[config.mk]
export PLATFORM = sky130hd
export DESIGN_NAME = coeff_level_remaining_decoder_top
export DESIGN_NICKNAME = d
export VERILOG_FILES = /design/src/rtl/core/clrd_pkg.sv /design/src/rtl/core/clrd_regs.sv /design/src/rtl/core/clrd_decode.sv /design/src/rtl/core/clrd_ctx.sv /design/src/rtl/core/coeff_level_remaining_decoder_top.sv
export VERILOG_INCLUDE_DIRS = /design/src /design/src/rtl/core
export SDC_FILE = /design/constraint.sdc
export NUM_CORES = 2
export LEC_CHECK = 0
export ABC_AREA = 1
export BUFFER_PORTS_ARGS = -buffer_cell sky130_fd_sc_hd__buf_4
export CAP_MARGIN = 30
export CORE_MARGIN = 2
export CORE_UTILIZATION = 50
export DETAILED_ROUTE_END_ITERATION = 12
export PLACE_DENSITY = 0.68
export SETUP_SLACK_MARGIN = 0.4
export SLEW_MARGIN = 20
export SYNTH_ARGS = -nofsm -noshare
export SYNTH_HDL_FRONTEND = slang
export SYNTH_SLANG_ARGS = --single-unit
[constraint.sdc]
create_clock -name clk -period 26 [get_ports clk]
set_input_delay 1.3 -clock clk [delete_from_list [all_inputs] [get_ports clk]]
set_output_delay 1.3 -clock clk [all_outputs]
set_load 0.02 [all_outputs]
[src/rtl/core/coeff_level_remaining_decoder_top_assert.svh]
// Assertion macros for the coefficient level decoder.
// Included by the top level; needs a clock and an active-low reset in scope.
`ifndef COEFF_LEVEL_REMAINING_DECODER_TOP_ASSERT_SVH
`define COEFF_LEVEL_REMAINING_DECODER_TOP_ASSERT_SVH

// same-cycle implication
`define CLRD_ASSERT_IMPL(lbl, ck, rn, ante, cons) \
    lbl: assert property (@(posedge ck) disable iff (!rn) (ante) |-> (cons)) \
        else $error("clrd: same-cycle check failed");

// next-cycle implication
`define CLRD_ASSERT_NEXT(lbl, ck, rn, ante, cons) \
    lbl: assert property (@(posedge ck) disable iff (!rn) (ante) |=> (cons)) \
        else $error("clrd: next-cycle check failed");

`endif

[src/rtl/core/clrd_pkg.sv]
// Shared types and constants for the coefficient level decoder.
// No dependencies; imported by every module of the block.
package clrd_pkg;

    localparam int WIN_W           = 64;
    localparam int VAL_W           = 32;
    localparam int RICE_W          = 6;
    localparam int STAT_W          = 8;
    localparam int SB_W            = 6;
    localparam int DEPTH_W         = 5;
    localparam int USED_W          = 7;
    localparam int ADDR_W          = 4;
    localparam int DATA_W          = 32;

    localparam int PREFIX_MAX      = 4;
    localparam int RICE_CAP_PLAIN  = 4;
    localparam int RICE_BUMP_LIMIT = 31;
    localparam int GROW_MULT       = 3;
    localparam int RANGE_MIN       = 15;
    localparam int RANGE_OFS       = 6;
    localparam int EXT_LIMIT       = 28;
    localparam int CMAX_SAT_RICE   = VAL_W - 2;
    localparam int STAT_SH_LIMIT   = 34;

    localparam logic [1:0] COMP_LUMA = 2'd0;

    localparam logic [1:0] REG_PERSIST      = 2'd0;
    localparam logic [1:0] REG_DEPTH_LUMA   = 2'd1;
    localparam logic [1:0] REG_DEPTH_CHROMA = 2'd2;

    typedef struct packed {
        logic               persist;
        logic [DEPTH_W-1:0] depth_luma;
        logic [DEPTH_W-1:0] depth_chroma;
    } cfg_t;

    typedef struct packed {
        logic              new_slice;
        logic              new_block;
        logic [SB_W-1:0]   subblock_index;
        logic [1:0]        base_level;
        logic [1:0]        comp_index;
        logic              transform_skip;
        logic              quant_bypass;
        logic [WIN_W-1:0]  bin_window;
    } item_t;

    typedef struct packed {
        logic [3:0][STAT_W-1:0] stats;
        logic [VAL_W-1:0]       prev_abs;
        logic [RICE_W-1:0]      prev_rice;
        logic [SB_W-1:0]        prev_sb;
        logic                   prev_valid;
    } ctx_t;

    typedef struct packed {
        logic              fire;
        logic              new_slice;
        logic              new_block;
        logic              ok;
        logic              stat_en;
        logic [1:0]        cls;
        logic [VAL_W-1:0]  val;
        logic [VAL_W-1:0]  level;
        logic [RICE_W-1:0] rice;
        logic [SB_W-1:0]   sb;
    } commit_t;

    typedef struct packed {
        logic [VAL_W-1:0]  level_value;
        logic [USED_W-1:0] bins_used;
        logic              window_short;
    } result_t;

endpackage

[src/rtl/core/clrd_regs.sv]
// Configuration register file behind the APB-style port.
// Depends on clrd_pkg for register indexes and the config struct.
module clrd_regs
    import clrd_pkg::*;
(
    input  logic              clk,
    input  logic              rst_n,
    input  logic              psel,
    input  logic              penable,
    input  logic              pwrite,
    input  logic [ADDR_W-1:0] paddr,
    input  logic [DATA_W-1:0] pwdata,
    output logic [DATA_W-1:0] prdata,
    output logic              pready,
    output cfg_t              cfg
);

    cfg_t       cfg_reg;
    cfg_t       cfg_next;
    logic [1:0] reg_idx;
    logic       wr_en;

    assign pready  = 1'b1;
    assign reg_idx = paddr[ADDR_W-1:2];
    assign wr_en   = psel && penable && pwrite;
    assign cfg     = cfg_reg;

    always_comb
    begin
        cfg_next = cfg_reg;
        if (wr_en)
        begin
            unique case (reg_idx)
                REG_PERSIST:      cfg_next.persist      = pwdata[0];
                REG_DEPTH_LUMA:   cfg_next.depth_luma   = pwdata[DEPTH_W-1:0];
                REG_DEPTH_CHROMA: cfg_next.depth_chroma = pwdata[DEPTH_W-1:0];
                default:          cfg_next = cfg_reg;
            endcase
        end
    end

    always_comb
    begin
        unique case (reg_idx)
            REG_PERSIST:      prdata = DATA_W'(cfg_reg.persist);
            REG_DEPTH_LUMA:   prdata = DATA_W'(cfg_reg.depth_luma);
            REG_DEPTH_CHROMA: prdata = DATA_W'(cfg_reg.depth_chroma);
            default:          prdata = '0;
        endcase
    end

    always_ff @(posedge clk or negedge rst_n)
    begin
        if (!rst_n)
        begin
            cfg_reg.persist      <= 1'b0;
            cfg_reg.depth_luma   <= DEPTH_W'(8);
            cfg_reg.depth_chroma <= DEPTH_W'(8);
        end
        else
        begin
            cfg_reg <= cfg_next;
        end
    end

endmodule

[src/rtl/core/clrd_decode.sv]
// Combinational debinarisation of one level: Rice parameter derivation,
// prefix and escape parsing, suffix extraction and saturating sum.
// Depends on clrd_pkg; purely combinational.
module clrd_decode
    import clrd_pkg::*;
#(
    parameter int WINDOW_BINS = 64
)
(
    input  logic    fire,
    input  item_t   item,
    input  cfg_t    cfg,
    input  ctx_t    ctx,
    output result_t res,
    output commit_t commit
);

    logic               luma;
    logic               persist;
    logic               first;
    logic               bump;
    logic               p_full;
    logic               term;
    logic               unterm;
    logic               short_f;
    logic               a_sat;
    logic               suf_sat;
    logic               cmax_sat;
    logic               val_sat;
    logic [1:0]         cls;
    logic [1:0]         p_low;
    logic [STAT_W-1:0]  stat_eff;
    logic [VAL_W-1:0]   last_abs;
    logic [VAL_W-1:0]   a_val;
    logic [VAL_W-1:0]   cmax_val;
    logic [VAL_W-1:0]   ones_m;
    logic [VAL_W-1:0]   val;
    logic [VAL_W-1:0]   level;
    logic [RICE_W-1:0]  last_rice;
    logic [RICE_W-1:0]  rice_inc;
    logic [RICE_W-1:0]  rice;
    logic [5:0]         run_ones;
    logic [5:0]         m_len;
    logic [5:0]         depth6;
    logic [5:0]         range_len;
    logic [DEPTH_W-1:0] depth;
    logic [3:0]         max_ext;
    logic [3:0]         e_len;
    logic [6:0]         k_len;
    logic [6:0]         start;
    logic [6:0]         len;
    logic [7:0]         total;
    logic [7:0]         mk;
    logic [33:0]        thr;
    logic [33:0]        p_shift;
    logic [33:0]        sum;
    logic [32:0]        lsum;
    logic [WIN_W-1:0]   win_shift;
    logic [WIN_W-1:0]   suf;

    // leading ones after the four prefix bins; the last write is the earliest zero
    always_comb
    begin
        run_ones = 6'(WIN_W - PREFIX_MAX);
        for (int i = 0; i < WIN_W - PREFIX_MAX; i++)
        begin
            if (!item.bin_window[i])
                run_ones = 6'(WIN_W - PREFIX_MAX - 1 - i);
        end
    end

    always_comb
    begin
        luma     = (item.comp_index == COMP_LUMA);
        persist  = cfg.persist;
        cls      = {luma, item.transform_skip | item.quant_bypass};
        stat_eff = item.new_slice ? '0 : ctx.stats[cls];

        first     = !ctx.prev_valid || item.new_block || (item.subblock_index != ctx.prev_sb);
        last_abs  = first ? '0 : ctx.prev_abs;
        last_rice = first ? (persist ? stat_eff[STAT_W-1:2] : '0) : ctx.prev_rice;

        thr      = 34'(GROW_MULT) << last_rice;
        bump     = (last_rice < RICE_W'(RICE_BUMP_LIMIT)) && ({2'b00, last_abs} > thr);
        rice_inc = last_rice + RICE_W'(bump);
        rice     = (!persist && rice_inc > RICE_W'(RICE_CAP_PLAIN)) ?
                   RICE_W'(RICE_CAP_PLAIN) : rice_inc;
        k_len    = 7'(rice) + 7'd1;

        // escape length limit from the transform range
        depth     = luma ? cfg.depth_luma : cfg.depth_chroma;
        depth6    = 6'(depth) + 6'(RANGE_OFS);
        range_len = (depth6 > 6'(RANGE_MIN)) ? depth6 : 6'(RANGE_MIN);
        max_ext   = (range_len < 6'(EXT_LIMIT)) ? 4'(6'(EXT_LIMIT) - range_len) : '0;
        term      = run_ones < {2'b00, max_ext};
        e_len     = term ? run_ones[3:0] : max_ext;

        p_full = &item.bin_window[WIN_W-1:WIN_W-PREFIX_MAX];
        if (!item.bin_window[WIN_W-1])
            p_low = 2'd0;
        else if (!item.bin_window[WIN_W-2])
            p_low = 2'd1;
        else if (!item.bin_window[WIN_W-3])
            p_low = 2'd2;
        else
            p_low = 2'd3;

        m_len   = '0;
        mk      = '0;
        ones_m  = '0;
        p_shift = '0;
        unterm  = 1'b0;
        if (!p_full)
        begin
            start   = 7'(p_low) + 7'd1;
            len     = 7'(rice);
            p_shift = 34'(p_low) << rice;
            a_sat   = (p_low != 2'd0) && ((rice >= RICE_W'(VAL_W)) || (|p_shift[33:32]));
            a_val   = p_shift[VAL_W-1:0];
        end
        else
        begin
            if (!persist)
            begin
                m_len  = run_ones;
                start  = 7'(PREFIX_MAX + 1) + 7'(run_ones);
                len    = k_len + 7'(run_ones);
                unterm = (8'(PREFIX_MAX) + 8'(run_ones)) >= 8'(WINDOW_BINS);
            end
            else
            begin
                m_len = 6'(e_len);
                start = 7'(PREFIX_MAX) + 7'(e_len) + 7'(term);
                len   = term ? (k_len + 7'(e_len)) : 7'(range_len);
            end
            mk     = 8'(m_len) + 8'(k_len);
            a_sat  = (m_len != '0) && (mk >= 8'(VAL_W + 1));
            ones_m = ~({VAL_W{1'b1}} << m_len);
            a_val  = ones_m << k_len;
        end

        total   = 8'(start) + 8'(len);
        short_f = unterm || (total > 8'(WINDOW_BINS));

        // suffix: len bins starting at bin start
        win_shift = item.bin_window << start;
        suf       = (len == '0) ? '0 : (win_shift >> (7'(WIN_W) - len));
        suf_sat   = |suf[WIN_W-1:VAL_W];

        cmax_sat = rice >= RICE_W'(CMAX_SAT_RICE);
        cmax_val = VAL_W'(PREFIX_MAX) << rice[4:0];

        sum = 34'(a_val) + 34'(suf[VAL_W-1:0]) + (p_full ? 34'(cmax_val) : 34'd0);
        val_sat = a_sat || suf_sat || (p_full && cmax_sat) || (|sum[33:32]);
        val     = val_sat ? '1 : sum[VAL_W-1:0];

        lsum  = 33'(val) + 33'(item.base_level);
        level = lsum[VAL_W] ? '1 : lsum[VAL_W-1:0];

        res.level_value  = short_f ? '0 : val;
        res.bins_used    = short_f ? '0 : total[USED_W-1:0];
        res.window_short = short_f;

        commit.fire      = fire;
        commit.new_slice = item.new_slice;
        commit.new_block = item.new_block;
        commit.ok        = !short_f;
        commit.stat_en   = persist && first;
        commit.cls       = cls;
        commit.val       = val;
        commit.level     = level;
        commit.rice      = rice;
        commit.sb        = item.subblock_index;
    end

endmodule

[src/rtl/core/clrd_ctx.sv]
// Decoding context: four adaptation statistics and the last level, Rice
// parameter and sub-block. Depends on clrd_pkg.
module clrd_ctx
    import clrd_pkg::*;
(
    input  logic    clk,
    input  logic    rst_n,
    input  commit_t commit,
    output ctx_t    ctx
);

    logic [3:0][STAT_W-1:0] stats_reg;
    logic [3:0][STAT_W-1:0] stats_next;
    logic [VAL_W-1:0]       prev_abs_reg;
    logic [VAL_W-1:0]       prev_abs_next;
    logic [RICE_W-1:0]      prev_rice_reg;
    logic [RICE_W-1:0]      prev_rice_next;
    logic [SB_W-1:0]        prev_sb_reg;
    logic [SB_W-1:0]        prev_sb_next;
    logic                   prev_valid_reg;
    logic                   prev_valid_next;

    logic [STAT_W-1:0]      stat_cur;
    logic [STAT_W-1:0]      stat_new;
    logic [5:0]             sh;
    logic                   grow;
    logic                   shrink;

    always_comb
    begin
        stat_cur = commit.new_slice ? '0 : stats_reg[commit.cls];
        sh       = stat_cur[STAT_W-1:2];
        if (sh >= 6'(STAT_SH_LIMIT))
        begin
            grow   = 1'b0;
            shrink = 1'b1;
        end
        else
        begin
            grow   = {3'b000, commit.val} >= (35'(GROW_MULT) << sh);
            shrink = {2'b00, commit.val, 1'b0} < (35'd1 << sh);
        end

        // saturate at both ends
        if (grow)
            stat_new = (stat_cur != '1) ? stat_cur + 1'b1 : stat_cur;
        else if (shrink && stat_cur != '0)
            stat_new = stat_cur - 1'b1;
        else
            stat_new = stat_cur;

        stats_next      = stats_reg;
        prev_abs_next   = prev_abs_reg;
        prev_rice_next  = prev_rice_reg;
        prev_sb_next    = prev_sb_reg;
        prev_valid_next = prev_valid_reg;
        if (commit.fire)
        begin
            if (commit.new_slice)
                stats_next = '0;
            if (commit.new_block)
                prev_valid_next = 1'b0;
            if (commit.ok)
            begin
                if (commit.stat_en)
                    stats_next[commit.cls] = stat_new;
                prev_abs_next   = commit.level;
                prev_rice_next  = commit.rice;
                prev_sb_next    = commit.sb;
                prev_valid_next = 1'b1;
            end
        end
    end

    always_ff @(posedge clk or negedge rst_n)
    begin
        if (!rst_n)
        begin
            stats_reg      <= '0;
            prev_abs_reg   <= '0;
            prev_rice_reg  <= '0;
            prev_sb_reg    <= '0;
            prev_valid_reg <= 1'b0;
        end
        else
        begin
            stats_reg      <= stats_next;
            prev_abs_reg   <= prev_abs_next;
            prev_rice_reg  <= prev_rice_next;
            prev_sb_reg    <= prev_sb_next;
            prev_valid_reg <= prev_valid_next;
        end
    end

    assign ctx.stats      = stats_reg;
    assign ctx.prev_abs   = prev_abs_reg;
    assign ctx.prev_rice  = prev_rice_reg;
    assign ctx.prev_sb    = prev_sb_reg;
    assign ctx.prev_valid = prev_valid_reg;

endmodule

[src/rtl/core/coeff_level_remaining_decoder_top.sv]
// Pipeline: the accepted item is held in the input register (s1_reg) and decoded
// combinationally into the result register (res_reg) when that is free or draining.
// Throughput: one item per cycle unless the output is stalled by out_ready; the context
// feedback (last level, Rice parameter, statistics) is updated in the same cycle the item
// moves into the result register. Reset (rst_n low, asynchronous) clears statistics,
// context, configuration and both valid flags; no clearing pass is needed.
module coeff_level_remaining_decoder_top
    import clrd_pkg::*;
#(
    parameter int WINDOW_BINS = 64
)
(
    input  logic              clk,
    input  logic              rst_n,
    input  logic              psel,
    input  logic              penable,
    input  logic              pwrite,
    input  logic [ADDR_W-1:0] paddr,
    input  logic [DATA_W-1:0] pwdata,
    output logic [DATA_W-1:0] prdata,
    output logic              pready,
    input  logic              in_valid,
    output logic              in_ready,
    input  logic              new_slice,
    input  logic              new_block,
    input  logic [SB_W-1:0]   subblock_index,
    input  logic [1:0]        base_level,
    input  logic [1:0]        comp_index,
    input  logic              transform_skip,
    input  logic              quant_bypass,
    input  logic [WIN_W-1:0]  bin_window,
    output logic              out_valid,
    input  logic              out_ready,
    output logic [VAL_W-1:0]  level_value,
    output logic [USED_W-1:0] bins_used,
    output logic              window_short
);

    cfg_t    cfg;
    ctx_t    ctx;
    commit_t commit;
    result_t res;

    item_t   s1_reg;
    item_t   s1_next;
    logic    s1_valid_reg;
    logic    s1_valid_next;
    result_t res_reg;
    result_t res_next;
    logic    out_valid_reg;
    logic    out_valid_next;
    logic    s1_adv;
    logic    in_fire;

    clrd_regs u_regs (
        .clk     (clk),
        .rst_n   (rst_n),
        .psel    (psel),
        .penable (penable),
        .pwrite  (pwrite),
        .paddr   (paddr),
        .pwdata  (pwdata),
        .prdata  (prdata),
        .pready  (pready),
        .cfg     (cfg)
    );

    clrd_decode #(
        .WINDOW_BINS (WINDOW_BINS)
    ) u_decode (
        .fire   (s1_adv),
        .item   (s1_reg),
        .cfg    (cfg),
        .ctx    (ctx),
        .res    (res),
        .commit (commit)
    );

    clrd_ctx u_ctx (
        .clk    (clk),
        .rst_n  (rst_n),
        .commit (commit),
        .ctx    (ctx)
    );

    // advance the held item whenever the result register is free or draining
    assign s1_adv   = s1_valid_reg && (!out_valid_reg || out_ready);
    assign in_ready = !s1_valid_reg || s1_adv;
    assign in_fire  = in_valid && in_ready;

    always_comb
    begin
        s1_next.new_slice      = new_slice;
        s1_next.new_block      = new_block;
        s1_next.subblock_index = subblock_index;
        s1_next.base_level     = base_level;
        s1_next.comp_index     = comp_index;
        s1_next.transform_skip = transform_skip;
        s1_next.quant_bypass   = quant_bypass;
        s1_next.bin_window     = bin_window;
        s1_valid_next          = in_fire || (s1_valid_reg && !s1_adv);
        res_next               = res;
        out_valid_next         = s1_adv || (out_valid_reg && !out_ready);
    end

    always_ff @(posedge clk or negedge rst_n)
    begin
        if (!rst_n)
        begin
            s1_valid_reg  <= 1'b0;
            out_valid_reg <= 1'b0;
        end
        else
        begin
            s1_valid_reg  <= s1_valid_next;
            out_valid_reg <= out_valid_next;
        end
    end

    always_ff @(posedge clk)
    begin
        if (in_fire)
            s1_reg <= s1_next;
        if (s1_adv)
            res_reg <= res_next;
    end

    assign out_valid    = out_valid_reg;
    assign level_value  = res_reg.level_value;
    assign bins_used    = res_reg.bins_used;
    assign window_short = res_reg.window_short;

`include "coeff_level_remaining_decoder_top_assert.svh"

    `CLRD_ASSERT_IMPL(a_short_zero, clk, rst_n, out_valid_reg && res_reg.window_short,
        res_reg.level_value == '0 && res_reg.bins_used == '0)
    `CLRD_ASSERT_IMPL(a_used_bound, clk, rst_n, out_valid_reg && !res_reg.window_short,
        res_reg.bins_used != '0 && res_reg.bins_used <= USED_W'(WINDOW_BINS))
    `CLRD_ASSERT_NEXT(a_ctx_valid, clk, rst_n, commit.fire && commit.ok, ctx.prev_valid)
    `CLRD_ASSERT_IMPL(a_stall_only, clk, rst_n, !in_ready,
        s1_valid_reg && out_valid_reg && !out_ready)

endmodule
==> out/results.tsv <==
metric	value	unit
status	finished, final reports clean	
Setup TNS Final	0	ns
Mapped Cells	4766	
Core Region	57600	µm²
post-synthesis sequential area ratio	20.0	%
endpoints failing hold	0	
cell with the largest stage delay on the worst path	clkinv_1	
Iter 0 DRT Violations	4301	
Die Span X	245	µm
Hold Crit Depth	2	
detailed-route via count	32700	
Area contributors post-synth	nand2_1 16%, nand3_1 16%, edfxtp_1 12%	
mapped cell area	29000	µm²
Setup Skew	0.0522	ns
final WL	102000	µm
drt first pass iters	6	
Max VDD drop	0.117	mV
Routed Antenna Nets	0	
final net count	5090	
Post-Layout Inst Area	31300	µm²
Row Count	88	
die footprint	60000	µm²
pin count of the biggest net entering global routing	83	
WP data arrival	22.98	ns
most used cell, CP	nand2_1	
Worst setup SP type	flip-flop	
top sig layer	met4	
Hold EP	u_ctx.prev_abs_reg[0]$_DFFE_PN0P_	
Slew headroom	35.9	%
H-tree levels	1	
share of cells above drive strength 1	7.29	%
async set-or-reset flop fraction in the synthesized netlist	43.3	%
gp weighted congestion	0.994	
number of global-route vias before repair	28700	
I/O pin total	196	
fin crit share	86.6	%
internal reg-to-reg setup slack	3.50	ns
Ys Warns	0	
insertion delay to the later sink of the worst-skew pair	0.57	ns
number of synthesized register bits	208	
Pleak	0.0153	µW
Root Driver	clkbuf_16	
reg2reg start	s1_reg[67]$_DFFE_PP_	
Initial Utilization	50.4	%
M1 WL	47700	µm
most common cell in the synthesized netlist	nand2_1	
Worst Min Path Start	u_ctx.prev_abs_reg[0]$_DFFE_PN0P_	
Via-to-Cell Ratio	5.90	
Crit Path Max Fanout	38	
grt ovf	0	
PD cells	126	nW/µm²
Post-CTS Setup Repair Bufs	0	
Yosys top cell area share	16.5	%
Post-DP Area	30400	µm²
Crit Reg-Reg Endpoint	u_ctx.ctx[50]$_DFFE_PN0P_	
Max Cap Viol	0	
RSZ-0062 raised after global routing	no	
met2 WL	41300	µm
most frequent cells after synthesis	1274 x nand2_1, 901 x nand3_1, 396 x nor2_1, 394 x inv_1, 306 x o21ai_0	
CTS clk-pin slew, worst paths	0.06	ns
CTS tree	yes	
CP endpoint kind	flip-flop	
per-cell routed wire length	18.3	µm
r2r worst-path depth	112	
drc violations	0	
fmax	0.0444	GHz
Final Critical Period	22.50	ns
CP Class	reg -> reg	
max-slew violation count	0	
WP data required	26.48	ns
Pwr Total	3930	µW
Synth area leader	nand2_1	
CP peak stage delay	0.86	ns
Syn-to-layout area delta	7.73	%
Synth Flop Type	edfxtp_1	
Distinct cells, synth	66	
max reg flops	78	
worst slew pin tran	0.961	ns
hold crit path type	reg -> reg	
Die Ht	245	µm
CTS sink cnt	208	
WL met3	10700	µm
first-pass GRT wire length	159000	µm
TritonCTS Buffers	24	
HPWL after detailed placement	77800	µm
Avg Synthesized Cell Area	6.09	µm²
Antenna Cells	0	
Port-buffer cells	138	
CTS resizes	0	
number of synthesized flops with an enable pin	118	
total track usage	32.9	%
post-cts hold buffer count	0	
Bufs on Longest Clock Path	3	
antenna violations before repair	0	
final-report setup violation count	0	
metal layers:
metal / up-vias / GRT usage [%]
li1: 16100 / -
met1: 14900 / 50.7
met2: 1592 / 47.1
met3: 122 / 6.74
met4: 0 / 5.76
met5: - / 0.245
critical path, delay by kind of cell (launching register included):
family          cells  cell delay (ns)
compound gates     41             7.65
xor+xnor            3             0.97
fa+ha+maj           8             2.68
buf+inv            13             3.45
flops               1             0.36
simple gates       47             7.27
logic make-up (layout without fill, tap and decap cells):
| kind of cell | Yosys count | in the layout | synth area share [%] |
|---|---|---|---|
| flip-flops | 208 | 208 | 20.0 |
| multiplexers | 20 | 20 | 0.689 |
| AO/OA/AOI/OAI | 776 | 776 | 15.7 |
| buffers and inverters | 689 | 668 | 9.76 |
| other | 2 | 28 | 0.0259 |
| AND/OR/NAND/NOR | 2739 | 2739 | 40.9 |
| XOR/XNOR | 117 | 117 | 3.53 |
| adder cells (fa/ha/maj) | 215 | 215 | 9.42 |
worst max-delay path by stage:
| stage | start | end | slack (ns) | cells past startpoint |
|---|---|---|---|---|
| after detailed placement | s1_reg[67]$_DFFE_PP_ | u_ctx.ctx[50]$_DFFE_PN0P_ | 3.87 | 112 |
| after global routing | s1_reg[67]$_DFFE_PP_ | u_ctx.ctx[50]$_DFFE_PN0P_ | 1.28 | 117 |
| after CTS | s1_reg[67]$_DFFE_PP_ | u_ctx.ctx[50]$_DFFE_PN0P_ | 3.82 | 110 |
| after global placement | s1_reg[67]$_DFFE_PP_ | u_ctx.ctx[50]$_DFFE_PN0P_ | 4.03 | 110 |
| final | s1_reg[67]$_DFFE_PP_ | u_ctx.ctx[50]$_DFFE_PN0P_ | 3.50 | 112 |
| after floorplan | s1_reg[67]$_DFFE_PP_ | u_ctx.ctx[50]$_DFFE_PN0P_ | 8.73 | 116 |
placed cells by master, fill, tap and decap left out, types with 19 or more instances in the layout:
master,netlist,routed
a21oi_1,230,229
nor2_1,396,393
o211ai_1,20,20
clkbuf_16,0,24
inv_2,17,19
a31oi_1,46,46
dfrtp_1,88,88
xnor2_1,40,40
a22oi_2,21,21
edfxtp_1,118,118
o21ai_0,306,306
mux2i_1,20,20
nor3_1,61,61
xor2_1,77,76
inv_1,394,392
ha_1,209,209
buf_4,43,200
nand2_1,1274,1273
nand4_1,37,37
nand3_1,901,901
conb_1,2,28
o22ai_1,25,25
cell type report:
type,instances,area [µm²]
Fill cell,5965,26300
Multi-Input combinational cell,3895,20600
Sequential cell,208,5800
Inverter,422,1590
Timing Repair Buffer,203,1550
Tap cell,765,957
Clock buffer,31,677
Clock inverter,12,141
power breakdown:
group / switching (µW) / total [µW] / internal, µW
Clock: 145 / 350 / 205
Sequential: 38.4 / 498 / 460
Combinational: 2140 / 3080 / 945
metrics by stage:
step	setup slack, ns	cells	util, %	hold WS [ns]
floorplan	8.73	4792	-	0.449
global placement	4.03	5489	52.8	0.465
detailed placement	3.87	5490	52.9	0.467
CTS	3.82	5533	54.3	0.483
global route	1.28	5536	54.3	0.505
finish	3.50	5536	54.3	0.484
Power figures use the tool's default switching activity.
